==> src/hdl/shi_pkg.sv <==
// ----------------------------------------------------------------------------
// shi_pkg
// Shared types, codes and defaults for the selection handshake interlock.
// ----------------------------------------------------------------------------
package shi_pkg;

    localparam int SEL_ID_BITS_DEF = 32;
    localparam logic [31:0] FRESH_LIMIT_RST = 32'd750;

    // event opcodes
    localparam logic [3:0] OP_PRESTART  = 4'd0;
    localparam logic [3:0] OP_CHOOSE    = 4'd1;
    localparam logic [3:0] OP_CONFIRM   = 4'd2;
    localparam logic [3:0] OP_ACK       = 4'd3;
    localparam logic [3:0] OP_CAR_START = 4'd4;
    localparam logic [3:0] OP_STATUS    = 4'd5;
    localparam logic [3:0] OP_AP_LINK   = 4'd6;
    localparam logic [3:0] OP_VIS_LINK  = 4'd7;
    localparam logic [3:0] OP_AUTH_LOST = 4'd8;
    localparam logic [3:0] OP_TICK      = 4'd9;

    // reason codes
    localparam logic [7:0] RSN_NONE      = 8'd0;
    localparam logic [7:0] RSN_WAIT_EPO  = 8'd1;
    localparam logic [7:0] RSN_REJECTED  = 8'd2;
    localparam logic [7:0] RSN_EPO_MISM  = 8'd3;
    localparam logic [7:0] RSN_NO_SEL    = 8'd4;
    localparam logic [7:0] RSN_AUTH_RUN  = 8'd5;

    // link indices
    localparam logic [1:0] LK_AP     = 2'd0;
    localparam logic [1:0] LK_CAR    = 2'd1;
    localparam logic [1:0] LK_ROS    = 2'd2;
    localparam logic [1:0] LK_VISION = 2'd3;
    localparam int         NUM_LINKS = 4;

    typedef struct packed {
        logic [3:0]  opcode;
        logic [31:0] now_ms;
        logic [63:0] boot_epoch;
        logic [3:0]  task_code;
        logic [31:0] ack_selection;
        logic        ack_accepted;
        logic [2:0]  ack_state;
        logic [7:0]  ack_reason;
        logic [7:0]  stage_in;
        logic        link_up;
        logic [1:0]  age_link;
    } t_in_word;

    typedef struct packed {
        logic        op_ok;
        logic [2:0]  ilk_state;
        logic        ctl_lock;
        logic [3:0]  task_sel;
        logic [31:0] selection_number;
        logic [7:0]  reason_code;
        logic        started;
        logic [7:0]  stage_rpt;
        logic [3:0]  fresh_flags;
        logic [31:0] link_age_ms;
    } t_out_word;

    // link record update requested by the state machine
    typedef struct packed {
        logic       touch;
        logic [1:0] idx;
        logic       up;
    } t_link_cmd;

    // what the link records report back for the word in flight
    typedef struct packed {
        logic        ros_ok;
        logic [3:0]  fresh_flags;
        logic [31:0] link_age;
    } t_link_stat;

    // next-state view of the interlock, captured into the result word
    typedef struct packed {
        logic        op_ok;
        logic [2:0]  ilk_state;
        logic        ctl_lock;
        logic [3:0]  task_sel;
        logic [31:0] selection_number;
        logic [7:0]  reason_code;
        logic        started;
        logic [7:0]  stage_rpt;
    } t_fsm_res;

endpackage

==> src/hdl/shi_stream_if.sv <==
// ----------------------------------------------------------------------------
// shi_stream_if
// Valid/ready stream carrying one word of a given type.
// ----------------------------------------------------------------------------
interface shi_stream_if #(
    parameter type t_word = logic
);
    logic  valid;
    logic  ready;
    t_word data;

    modport source (output valid, output data, input ready);
    modport sink   (input valid, input data, output ready);
endinterface

==> src/hdl/shi_links.sv <==
// ----------------------------------------------------------------------------
// shi_links
// Four link records (ap, car, ros, vision): last update, age and freshness.
// ----------------------------------------------------------------------------
module shi_links (
    input  logic                   i_clk,
    input  logic                   i_rst_n,
    input  logic                   i_adv,
    input  logic [3:0]             i_opcode,
    input  logic [31:0]            i_now_ms,
    input  logic [1:0]             i_age_link,
    input  logic [31:0]            i_fresh_limit,
    input  shi_pkg::t_link_cmd     i_cmd,
    output shi_pkg::t_link_stat    o_stat
);

    localparam int NL = shi_pkg::NUM_LINKS;

    logic [NL-1:0] r_conn;
    logic [NL-1:0] r_fresh;
    logic [31:0]   r_last [NL];
    logic [31:0]   r_age  [NL];

    logic [31:0]   age_new   [NL];
    logic [NL-1:0] fresh_new;
    logic          is_tick;

    assign is_tick = (i_opcode == shi_pkg::OP_TICK);

    always_comb begin
        for (int k = 0; k < NL; k++) begin
            age_new[k]   = r_conn[k] ? (i_now_ms - r_last[k]) : i_now_ms;
            fresh_new[k] = r_conn[k] && (age_new[k] <= i_fresh_limit);
        end
    end

    always_comb begin
        o_stat.ros_ok      = fresh_new[shi_pkg::LK_ROS];
        o_stat.fresh_flags = is_tick ? fresh_new : r_fresh;
        o_stat.link_age    = is_tick ? age_new[i_age_link] : r_age[i_age_link];
    end

    always_ff @(posedge i_clk) begin
        if (!i_rst_n) begin
            r_conn  <= '0;
            r_fresh <= '0;
            for (int k = 0; k < NL; k++) begin
                r_last[k] <= '0;
                r_age[k]  <= '0;
            end
        end else if (i_adv) begin
            if (is_tick) begin
                r_fresh <= fresh_new;
                for (int k = 0; k < NL; k++) begin
                    r_age[k] <= age_new[k];
                end
            end
            if (i_cmd.touch) begin
                r_conn[i_cmd.idx] <= i_cmd.up;
                r_last[i_cmd.idx] <= i_now_ms;
            end
        end
    end

endmodule

==> src/hdl/shi_fsm.sv <==
// ----------------------------------------------------------------------------
// shi_fsm
// Interlock state machine: epoch and selection checks, faults, authority.
// ----------------------------------------------------------------------------
module shi_fsm #(
    parameter int SEL_BITS = shi_pkg::SEL_ID_BITS_DEF
) (
    input  logic                 i_clk,
    input  logic                 i_rst_n,
    input  logic                 i_adv,
    input  shi_pkg::t_in_word    i_word,
    input  logic                 i_ros_ok,
    output shi_pkg::t_link_cmd   o_cmd,
    output shi_pkg::t_fsm_res    o_res
);

    localparam int CMP_W = (SEL_BITS > 32) ? SEL_BITS : 32;

    typedef enum logic [2:0] {
        ST_LOCKED   = 3'd0,
        ST_PRESTART = 3'd1,
        ST_PENDING  = 3'd2,
        ST_SELECTED = 3'd3,
        ST_ARMED    = 3'd4,
        ST_RUNNING  = 3'd5,
        ST_FAULT    = 3'd6
    } t_state;

    t_state              r_state,   n_state;
    logic                r_locked,  n_locked;
    logic [3:0]          r_task,    n_task;
    logic [SEL_BITS-1:0] r_sel,     n_sel;
    logic [63:0]         r_epoch,   n_epoch;
    logic [7:0]          r_reason,  n_reason;
    logic                r_started, n_started;
    logic [7:0]          r_stage,   n_stage;

    logic                ok;
    logic                may_sel;
    logic [SEL_BITS-1:0] sel_inc;
    logic [CMP_W-1:0]    sel_ext;
    logic                ack_hit;

    assign may_sel = (r_state == ST_PRESTART) && !r_locked;
    assign sel_inc = r_sel + SEL_BITS'(1);
    assign sel_ext = CMP_W'(r_sel);
    assign ack_hit = (r_state == ST_PENDING)
                   && (CMP_W'(i_word.ack_selection) == sel_ext)
                   && (i_word.boot_epoch == r_epoch);

    always_comb begin
        n_state   = r_state;
        n_locked  = r_locked;
        n_task    = r_task;
        n_sel     = r_sel;
        n_epoch   = r_epoch;
        n_reason  = r_reason;
        n_started = r_started;
        n_stage   = r_stage;
        ok        = 1'b0;
        o_cmd     = '{touch: 1'b0, idx: shi_pkg::LK_ROS, up: 1'b1};

        case (i_word.opcode)
            shi_pkg::OP_PRESTART: begin
                if (i_word.boot_epoch != 64'd0 && r_state != ST_RUNNING) begin
                    n_state   = ST_PRESTART;
                    n_locked  = 1'b0;
                    n_epoch   = i_word.boot_epoch;
                    n_reason  = shi_pkg::RSN_NONE;
                    o_cmd     = '{touch: 1'b1, idx: shi_pkg::LK_ROS, up: 1'b1};
                    ok        = 1'b1;
                end
            end
            shi_pkg::OP_CHOOSE: begin
                if (may_sel && i_word.task_code != 4'd0) begin
                    n_task = i_word.task_code;
                    ok     = 1'b1;
                end
            end
            shi_pkg::OP_CONFIRM: begin
                if (may_sel && r_task != 4'd0) begin
                    // selection id skips zero on wrap
                    n_sel    = (sel_inc == '0) ? SEL_BITS'(1) : sel_inc;
                    n_state  = ST_PENDING;
                    n_locked = 1'b1;
                    n_reason = shi_pkg::RSN_NONE;
                    o_cmd    = '{touch: 1'b1, idx: shi_pkg::LK_ROS, up: 1'b1};
                    ok       = 1'b1;
                end
            end
            shi_pkg::OP_ACK: begin
                if (ack_hit) begin
                    if (!i_word.ack_accepted) begin
                        n_state  = ST_FAULT;
                        n_locked = 1'b1;
                        n_reason = (i_word.ack_reason == shi_pkg::RSN_NONE)
                                 ? shi_pkg::RSN_REJECTED : i_word.ack_reason;
                        ok       = 1'b1;
                    end else if (i_word.ack_state == ST_SELECTED
                              || i_word.ack_state == ST_ARMED) begin
                        n_state  = t_state'(i_word.ack_state);
                        n_locked = (i_word.ack_state != ST_SELECTED);
                        if (i_word.ack_reason != shi_pkg::RSN_NONE) begin
                            n_reason = i_word.ack_reason;
                        end
                        ok       = 1'b1;
                    end
                end
            end
            shi_pkg::OP_CAR_START: begin
                if (i_word.boot_epoch != r_epoch) begin
                    n_state  = ST_FAULT;
                    n_locked = 1'b1;
                    n_reason = shi_pkg::RSN_EPO_MISM;
                end else if (r_state != ST_ARMED) begin
                    n_state  = ST_FAULT;
                    n_locked = 1'b1;
                    n_reason = shi_pkg::RSN_NO_SEL;
                end else begin
                    n_state   = ST_RUNNING;
                    n_locked  = 1'b1;
                    n_started = 1'b1;
                    o_cmd     = '{touch: 1'b1, idx: shi_pkg::LK_CAR, up: 1'b1};
                    ok        = 1'b1;
                end
            end
            shi_pkg::OP_STATUS: begin
                n_stage = i_word.stage_in;
                o_cmd   = '{touch: 1'b1, idx: shi_pkg::LK_ROS, up: 1'b1};
                ok      = 1'b1;
            end
            shi_pkg::OP_AP_LINK: begin
                o_cmd = '{touch: 1'b1, idx: shi_pkg::LK_AP, up: i_word.link_up};
                ok    = 1'b1;
            end
            shi_pkg::OP_VIS_LINK: begin
                o_cmd = '{touch: 1'b1, idx: shi_pkg::LK_VISION, up: 1'b1};
                ok    = 1'b1;
            end
            shi_pkg::OP_AUTH_LOST, shi_pkg::OP_TICK: begin
                ok = 1'b1;
                // a tick only drops authority on a stale ros link
                if (i_word.opcode == shi_pkg::OP_AUTH_LOST
                    || (!i_ros_ok && r_state != ST_LOCKED
                        && r_state != ST_RUNNING)) begin
                    n_locked = 1'b1;
                    if (r_state == ST_RUNNING) begin
                        n_state  = ST_FAULT;
                        n_reason = shi_pkg::RSN_AUTH_RUN;
                    end else begin
                        n_state  = ST_LOCKED;
                        n_reason = shi_pkg::RSN_WAIT_EPO;
                    end
                end
            end
            default: begin
            end
        endcase
    end

    logic [CMP_W-1:0] n_sel_ext;
    assign n_sel_ext = CMP_W'(n_sel);

    always_comb begin
        o_res.op_ok            = ok;
        o_res.ilk_state        = n_state;
        o_res.ctl_lock         = n_locked;
        o_res.task_sel         = n_task;
        o_res.selection_number = n_sel_ext[31:0];
        o_res.reason_code      = n_reason;
        o_res.started          = n_started;
        o_res.stage_rpt        = n_stage;
    end

    always_ff @(posedge i_clk) begin
        if (!i_rst_n) begin
            r_state   <= ST_LOCKED;
            r_locked  <= 1'b1;
            r_task    <= '0;
            r_sel     <= '0;
            r_epoch   <= '0;
            r_reason  <= shi_pkg::RSN_WAIT_EPO;
            r_started <= 1'b0;
            r_stage   <= '0;
        end else if (i_adv) begin
            r_state   <= n_state;
            r_locked  <= n_locked;
            r_task    <= n_task;
            r_sel     <= n_sel;
            r_epoch   <= n_epoch;
            r_reason  <= n_reason;
            r_started <= n_started;
            r_stage   <= n_stage;
        end
    end

endmodule

==> src/hdl/selection_handshake_interlock_unit.sv <==
// ----------------------------------------------------------------------------
// selection_handshake_interlock_unit
// Operator interlock: event words in, one status word out per event.
// ----------------------------------------------------------------------------
// Takes one event word per clock while the output is not stalled and returns
// exactly one result word for it, in order. An accepted word is held in an
// input register; when the result register is empty or being read, the state
// machine and the four link records update and the result register loads.
// The sustained rate is one word per cycle while the output is ready. The
// input side keeps accepting while a result waits, until both registers are
// full. The fresh limit register may be written only while no word is in
// flight.
module selection_handshake_interlock_unit #(
    parameter int SELECTION_ID_BITS = shi_pkg::SEL_ID_BITS_DEF
) (
    input  logic         i_clk,
    input  logic         i_rst_n,
    shi_stream_if.sink   i_in_ch,
    shi_stream_if.source o_out_ch,
    input  logic         i_cfg_we,
    input  logic [31:0]  i_cfg_wdata
);

    logic                r_in_valid;
    shi_pkg::t_in_word   r_in;
    logic                r_out_valid;
    shi_pkg::t_out_word  r_out;
    logic [31:0]         r_fresh_limit;

    logic                adv;
    shi_pkg::t_link_cmd  link_cmd;
    shi_pkg::t_link_stat link_stat;
    shi_pkg::t_fsm_res   fsm_res;

    assign adv           = r_in_valid && (!r_out_valid || o_out_ch.ready);
    assign i_in_ch.ready = !r_in_valid || adv;
    assign o_out_ch.valid = r_out_valid;
    assign o_out_ch.data  = r_out;

    shi_fsm #(
        .SEL_BITS (SELECTION_ID_BITS)
    ) u_fsm (
        .i_clk       (i_clk),
        .i_rst_n     (i_rst_n),
        .i_adv       (adv),
        .i_word      (r_in),
        .i_ros_ok    (link_stat.ros_ok),
        .o_cmd       (link_cmd),
        .o_res       (fsm_res)
    );

    shi_links u_links (
        .i_clk         (i_clk),
        .i_rst_n       (i_rst_n),
        .i_adv         (adv),
        .i_opcode      (r_in.opcode),
        .i_now_ms      (r_in.now_ms),
        .i_age_link    (r_in.age_link),
        .i_fresh_limit (r_fresh_limit),
        .i_cmd         (link_cmd),
        .o_stat        (link_stat)
    );

    always_ff @(posedge i_clk) begin
        if (!i_rst_n) begin
            r_fresh_limit <= shi_pkg::FRESH_LIMIT_RST;
        end else if (i_cfg_we) begin
            r_fresh_limit <= i_cfg_wdata;
        end
    end

    always_ff @(posedge i_clk) begin
        if (!i_rst_n) begin
            r_in_valid <= 1'b0;
        end else if (i_in_ch.ready) begin
            r_in_valid <= i_in_ch.valid;
        end
    end

    always_ff @(posedge i_clk) begin
        if (i_in_ch.valid && i_in_ch.ready) begin
            r_in <= i_in_ch.data;
        end
    end

    always_ff @(posedge i_clk) begin
        if (!i_rst_n) begin
            r_out_valid <= 1'b0;
        end else if (adv) begin
            r_out_valid <= 1'b1;
        end else if (o_out_ch.ready) begin
            r_out_valid <= 1'b0;
        end
    end

    always_ff @(posedge i_clk) begin
        if (adv) begin
            r_out.op_ok            <= fsm_res.op_ok;
            r_out.ilk_state        <= fsm_res.ilk_state;
            r_out.ctl_lock         <= fsm_res.ctl_lock;
            r_out.task_sel         <= fsm_res.task_sel;
            r_out.selection_number <= fsm_res.selection_number;
            r_out.reason_code      <= fsm_res.reason_code;
            r_out.started          <= fsm_res.started;
            r_out.stage_rpt        <= fsm_res.stage_rpt;
            r_out.fresh_flags      <= link_stat.fresh_flags;
            r_out.link_age_ms      <= link_stat.link_age;
        end
    end

endmodule

==> src/flat_wrapper.sv <==
// flat-port wrapper written by rule: the top's interface ports become plain ports
module selection_handshake_interlock_unit_flat 
#(
    parameter int SELECTION_ID_BITS = shi_pkg::SEL_ID_BITS_DEF
)
  (i_clk, i_rst_n, i_cfg_we, i_cfg_wdata, i_in_ch_valid, i_in_ch_data, i_in_ch_ready, o_out_ch_valid, o_out_ch_data, o_out_ch_ready);
  shi_stream_if #(.t_word(shi_pkg::t_in_word)) i_in_ch_i ();
  shi_stream_if #(.t_word(shi_pkg::t_out_word)) o_out_ch_i ();
  input  logic i_clk;
  input  logic i_rst_n;
  input  logic i_cfg_we;
  input  logic [31:0] i_cfg_wdata;
  input wire logic [$bits(i_in_ch_i.valid)-1:0] i_in_ch_valid;
  input wire logic [$bits(i_in_ch_i.data)-1:0] i_in_ch_data;
  output wire logic [$bits(i_in_ch_i.ready)-1:0] i_in_ch_ready;
  output wire logic [$bits(o_out_ch_i.valid)-1:0] o_out_ch_valid;
  output wire logic [$bits(o_out_ch_i.data)-1:0] o_out_ch_data;
  input wire logic [$bits(o_out_ch_i.ready)-1:0] o_out_ch_ready;
  assign i_in_ch_i.valid = i_in_ch_valid;
  assign i_in_ch_i.data = i_in_ch_data;
  assign i_in_ch_ready = i_in_ch_i.ready;
  assign o_out_ch_valid = o_out_ch_i.valid;
  assign o_out_ch_data = o_out_ch_i.data;
  assign o_out_ch_i.ready = o_out_ch_ready;
  selection_handshake_interlock_unit #(.SELECTION_ID_BITS(SELECTION_ID_BITS)) u_core (.i_clk(i_clk), .i_rst_n(i_rst_n), .i_in_ch(i_in_ch_i), .o_out_ch(o_out_ch_i), .i_cfg_we(i_cfg_we), .i_cfg_wdata(i_cfg_wdata));
endmodule
==> config.mk <==
export PLATFORM = sky130hd
export DESIGN_NAME = selection_handshake_interlock_unit_flat
export DESIGN_NICKNAME = d
export VERILOG_FILES = /design/src/hdl/shi_pkg.sv /design/src/hdl/shi_stream_if.sv /design/src/hdl/shi_links.sv /design/src/hdl/shi_fsm.sv /design/src/hdl/selection_handshake_interlock_unit.sv /design/src/flat_wrapper.sv
export SDC_FILE = /design/constraint.sdc
export NUM_CORES = 2
export LEC_CHECK = 0
export ABC_AREA = 1
export BUFFER_PORTS_ARGS = -buffer_cell sky130_fd_sc_hd__buf_4
export CORE_AREA = 4 4 354 356
export CTS_CLUSTER_SIZE = 16
export DETAILED_ROUTE_END_ITERATION = 8
export DIE_AREA = 0 0 358 360
export GPL_ROUTABILITY_DRIVEN = 0
export SYNTH_ARGS = -nofsm -noshare
export SYNTH_HDL_FRONTEND = slang
export SYNTH_SLANG_ARGS = --single-unit
==> constraint.sdc <==
create_clock -name i_clk -period 7 [get_ports i_clk]
set_input_delay 1.4 -clock i_clk [delete_from_list [all_inputs] [get_ports i_clk]]
set_output_delay 1.4 -clock i_clk [all_outputs]
set_load 0.02 [all_outputs]
==> metrics <==
status=finished, final reports clean; Yosys reg bits=about 670; die area=around 130000 sq um; Post-DP Area=approximately 46000 sq um; Pwr Density=around 220 nW/um^2; critical path endpoint category=register; Total GRT Usage=between 20% and 30%; core area=about 120000 sq um; Final nets=6220; number of enable flip-flop cells after synthesis=between 500 and 600; TritonRoute pass-1 iters=8; synthesized cell area=between 40000 and 50000 sq um; I/O Buffers=just under 300; CP bufs+invs=4; number of global-route vias before repair=between 30000 and 40000; CTS buffer count=81; CTS Hold Bufs=0; Area contributors post-synth=edfxtp_1 36%, nand2_1 12%, dfxtp_1 7.8%; YS warnings=0; drt via density=~5.3; Skew-Pair Late Insertion Delay=approximately 690 ps; R2R Path Start=u_core.r_in[123]; # rows=between 100 and 150; Area Overhead vs Synth=15.85%; most common cell in the netlist=nand2_1; worst-case reg-to-reg path depth=21; slowest CP cell=nor4_1; Top delay family on crit path=simple AND/OR/NAND/NOR gates; Vias=39380; Slew @ Worst Pin=roughly 1300 ps; crit-path max FO=6; Synth Instances=5508; Synth area leader=edfxtp_1; Starting DRT DRC Count=~4300; Chip Height=roughly 360 um; cell repeated most along the worst path=o21ai_0; postcts setup bufs=0; final wirelength=~150 mm; WL/cell=approximately 20 um; fmax=between 0.15 and 0.2 GHz; slew margin rel.=about a tenth; Setup violations, final=0; Clock Pin Slew Worst Setup and Hold Paths=approximately 60 ps; # resized after CTS=0; Final ANT Viol Nets=0; CTS root buffer=clkbuf_16; max_cap viols=0; largest net degree at the start of global routing=118; layout cells sized above 1=~9%; reg-to-reg endpoint=u_core.o_out_ch.data[35]; post-synthesis area per instance=7.704 sq um; die width=roughly 360 um; # DRC=0; Congestion Overflow GR=0; crit path time final=5961 ps; Final Max Slew Viols=0; type of origin of the critical path=register; WS Path Type=reg2reg; post-synth top area share=36.02%; CTS max path bufs=3; TritonCTS clock tree=done; number of I/O pins=292; Netlist cell types=50; clock sink count=between 600 and 700; Starting Density=34.86%; DP HPWL=~110 mm; period utilisation layout=between 80% and 90%; post-route cell area=~49000 sq um; final setup TNS=0 ps; Arr. time, crit path=between 6000 and 7000 ps; RSZ-0062 raised after global routing=false; Hold Path Class=reg2reg; Final Skew=44.37 ps; worst hold stages=2; top cells by count, synth=1302 x nand2_1, 768 x inv_1, 596 x nor2_1; Hold Vio Cnt, Final=0; total design power=~11000 uW; first-pass GRT wire length=roughly 220 mm; Hold Startpoint=u_core.u_fsm.r_epoch[7]; Crit path required time=around 7300 ps; Synth Flop Type=edfxtp_1; Post-synth ARST share=0%; Syn Nets=just under 6000; Worst VDD drop=around 0.19 mV; leakage=0.02143 uW; Worst Hold End=u_core.u_fsm.r_epoch[7]; initial antenna violation count=16; Cell Chain, Critical Path=inv_1 -> ha_1 -> inv_1 -> fa_1 -> nand2_1 -> nand2_1 -> o21ai_0 -> o21ai_0 -> nand3_1 -> nand3_1 -> o21ai_0 -> nand2_1 -> ha_1 -> inv_1 -> nor4_1 -> inv_1 -> nor4_1 -> o21ai_0 -> a22o_1 -> nand2_1 -> o21ai_0; max incr delay on CP=about 1100 ps; flop2flop setup slack=~1000 ps; sequential fraction of the synthesis area=a little over two fifths; H-tree levels=3
## metal layers
metal | share of wire [%] | global-route usage [%]
met5 | 0.060 | 0
met3 | 9.7 | 4.800
met4 | 4.4 | 8.902
met1 | 41 | 30.12
met2 | 45 | 35.76
## where the power goes
| group | total [uW] | leakage [uW] | internal [uW] | switching (uW) |
|---|---|---|---|---|
| clock network | 4290 | 0.00129 | 2490 | 1800 |
| registers | 4630 | 0.00646 | 4510 | 128 |
| logic | 1900 | 0.0137 | 626 | 1280 |
## cell type report
type                            count  area, sq um
Timing Repair Buffer              350         2628
Tap cell                         1625         2033
Fill cell                       12480        72560
Multi-Input combinational cell   3877        20250
Clock inverter                     45        499.2
Clock buffer                      105         2188
Inverter                          783         2953
Antenna cell                        5        12.51
Sequential cell                   674        18590
## worst reg2reg max path, stage by stage, from the launching register on
cell,delay [ps]
edfxtp_1,460
inv_1,190
ha_1,170
inv_1,60
fa_1,380
nand2_1,100
nand2_1,50
o21ai_0,150
o21ai_0,430
nand3_1,180
nand3_1,200
o21ai_0,530
nand2_1,130
ha_1,300
inv_1,40
nor4_1,1080
inv_1,140
nor4_1,380
o21ai_0,160
a22o_1,270
nand2_1,100
o21ai_0,120
## registers in the layout, summed over array words and instances (netlist names), 8 cells and up, named ones only
register,cells
u_core.u_fsm.r_sel,32
u_core.u_links.r_age,128
u_core.u_fsm.r_stage,8
u_core.r_in,159
u_core.o_out_ch.data,94
u_core.u_fsm.r_epoch,64
u_core.u_links.r_last,128
u_core.u_fsm.r_reason,8
u_core.r_fresh_limit,32
## kinds of logic (layout without fill, tap and decap cells)
family | Yosys count | after routing | share of synthesized area, %
buf+inv | 957 | 1283 | 8.545
mux | 4 | 4 | 0.1061
other cells | 0 | 5 | 0
xor+xnor | 149 | 149 | 3.076
fa+ha+maj | 257 | 257 | 7.649
flops | 674 | 674 | 43.81
simple gates | 2480 | 2480 | 24.31
compound gates | 987 | 987 | 12.51
## through the flow
stage	cells	hold slack (ps)	setup slack, ps	utilization, %
after floorplan	5508	436.3	1605	-
after global placement	7309	444.8	1357	38.17
after detailed placement	7309	449.5	1321	38.17
after CTS	7459	459.0	1242	40.38
after global routing	7459	475.1	864.7	40.38
final	7464	456.1	1039	40.39
## placed cells by master, fill, tap and decap left out, drive strengths merged, types with 9 or more instances in the layout
cell and instances:
a21boi 9, a21oi 403, nor2 628, o21a 23
o22ai 31, o21ai 429, o211ai 24, buf 350
nor3 69, nor4 25, nand3b 24, a21o 24
clkbuf 105, nand2 1303, nand4 78, o21bai 19
edfxtp 509, xor2 75, dfxtp 165, a31oi 9
clkinv 32, nand3 329, ha 253, inv 784
xnor2 74, or2 9
## worst max-delay path by stage
stage	endpoint	cells after the start	from	slack [ps]
finish	u_core.o_out_ch.data[35]	21	u_core.r_in[123]	1040
global route	u_core.u_fsm.r_reason[7]	28	u_core.r_in[124]	860
CTS	u_core.o_out_ch.data[35]	21	u_core.r_in[123]	1240
detailed placement	u_core.o_out_ch.data[35]	21	u_core.r_in[123]	1320
global placement	u_core.o_out_ch.data[35]	21	u_core.r_in[123]	1360
floorplan	u_core.r_in[0]	4	o_out_ch_ready	1600
(Power assumes the default switching activity.)
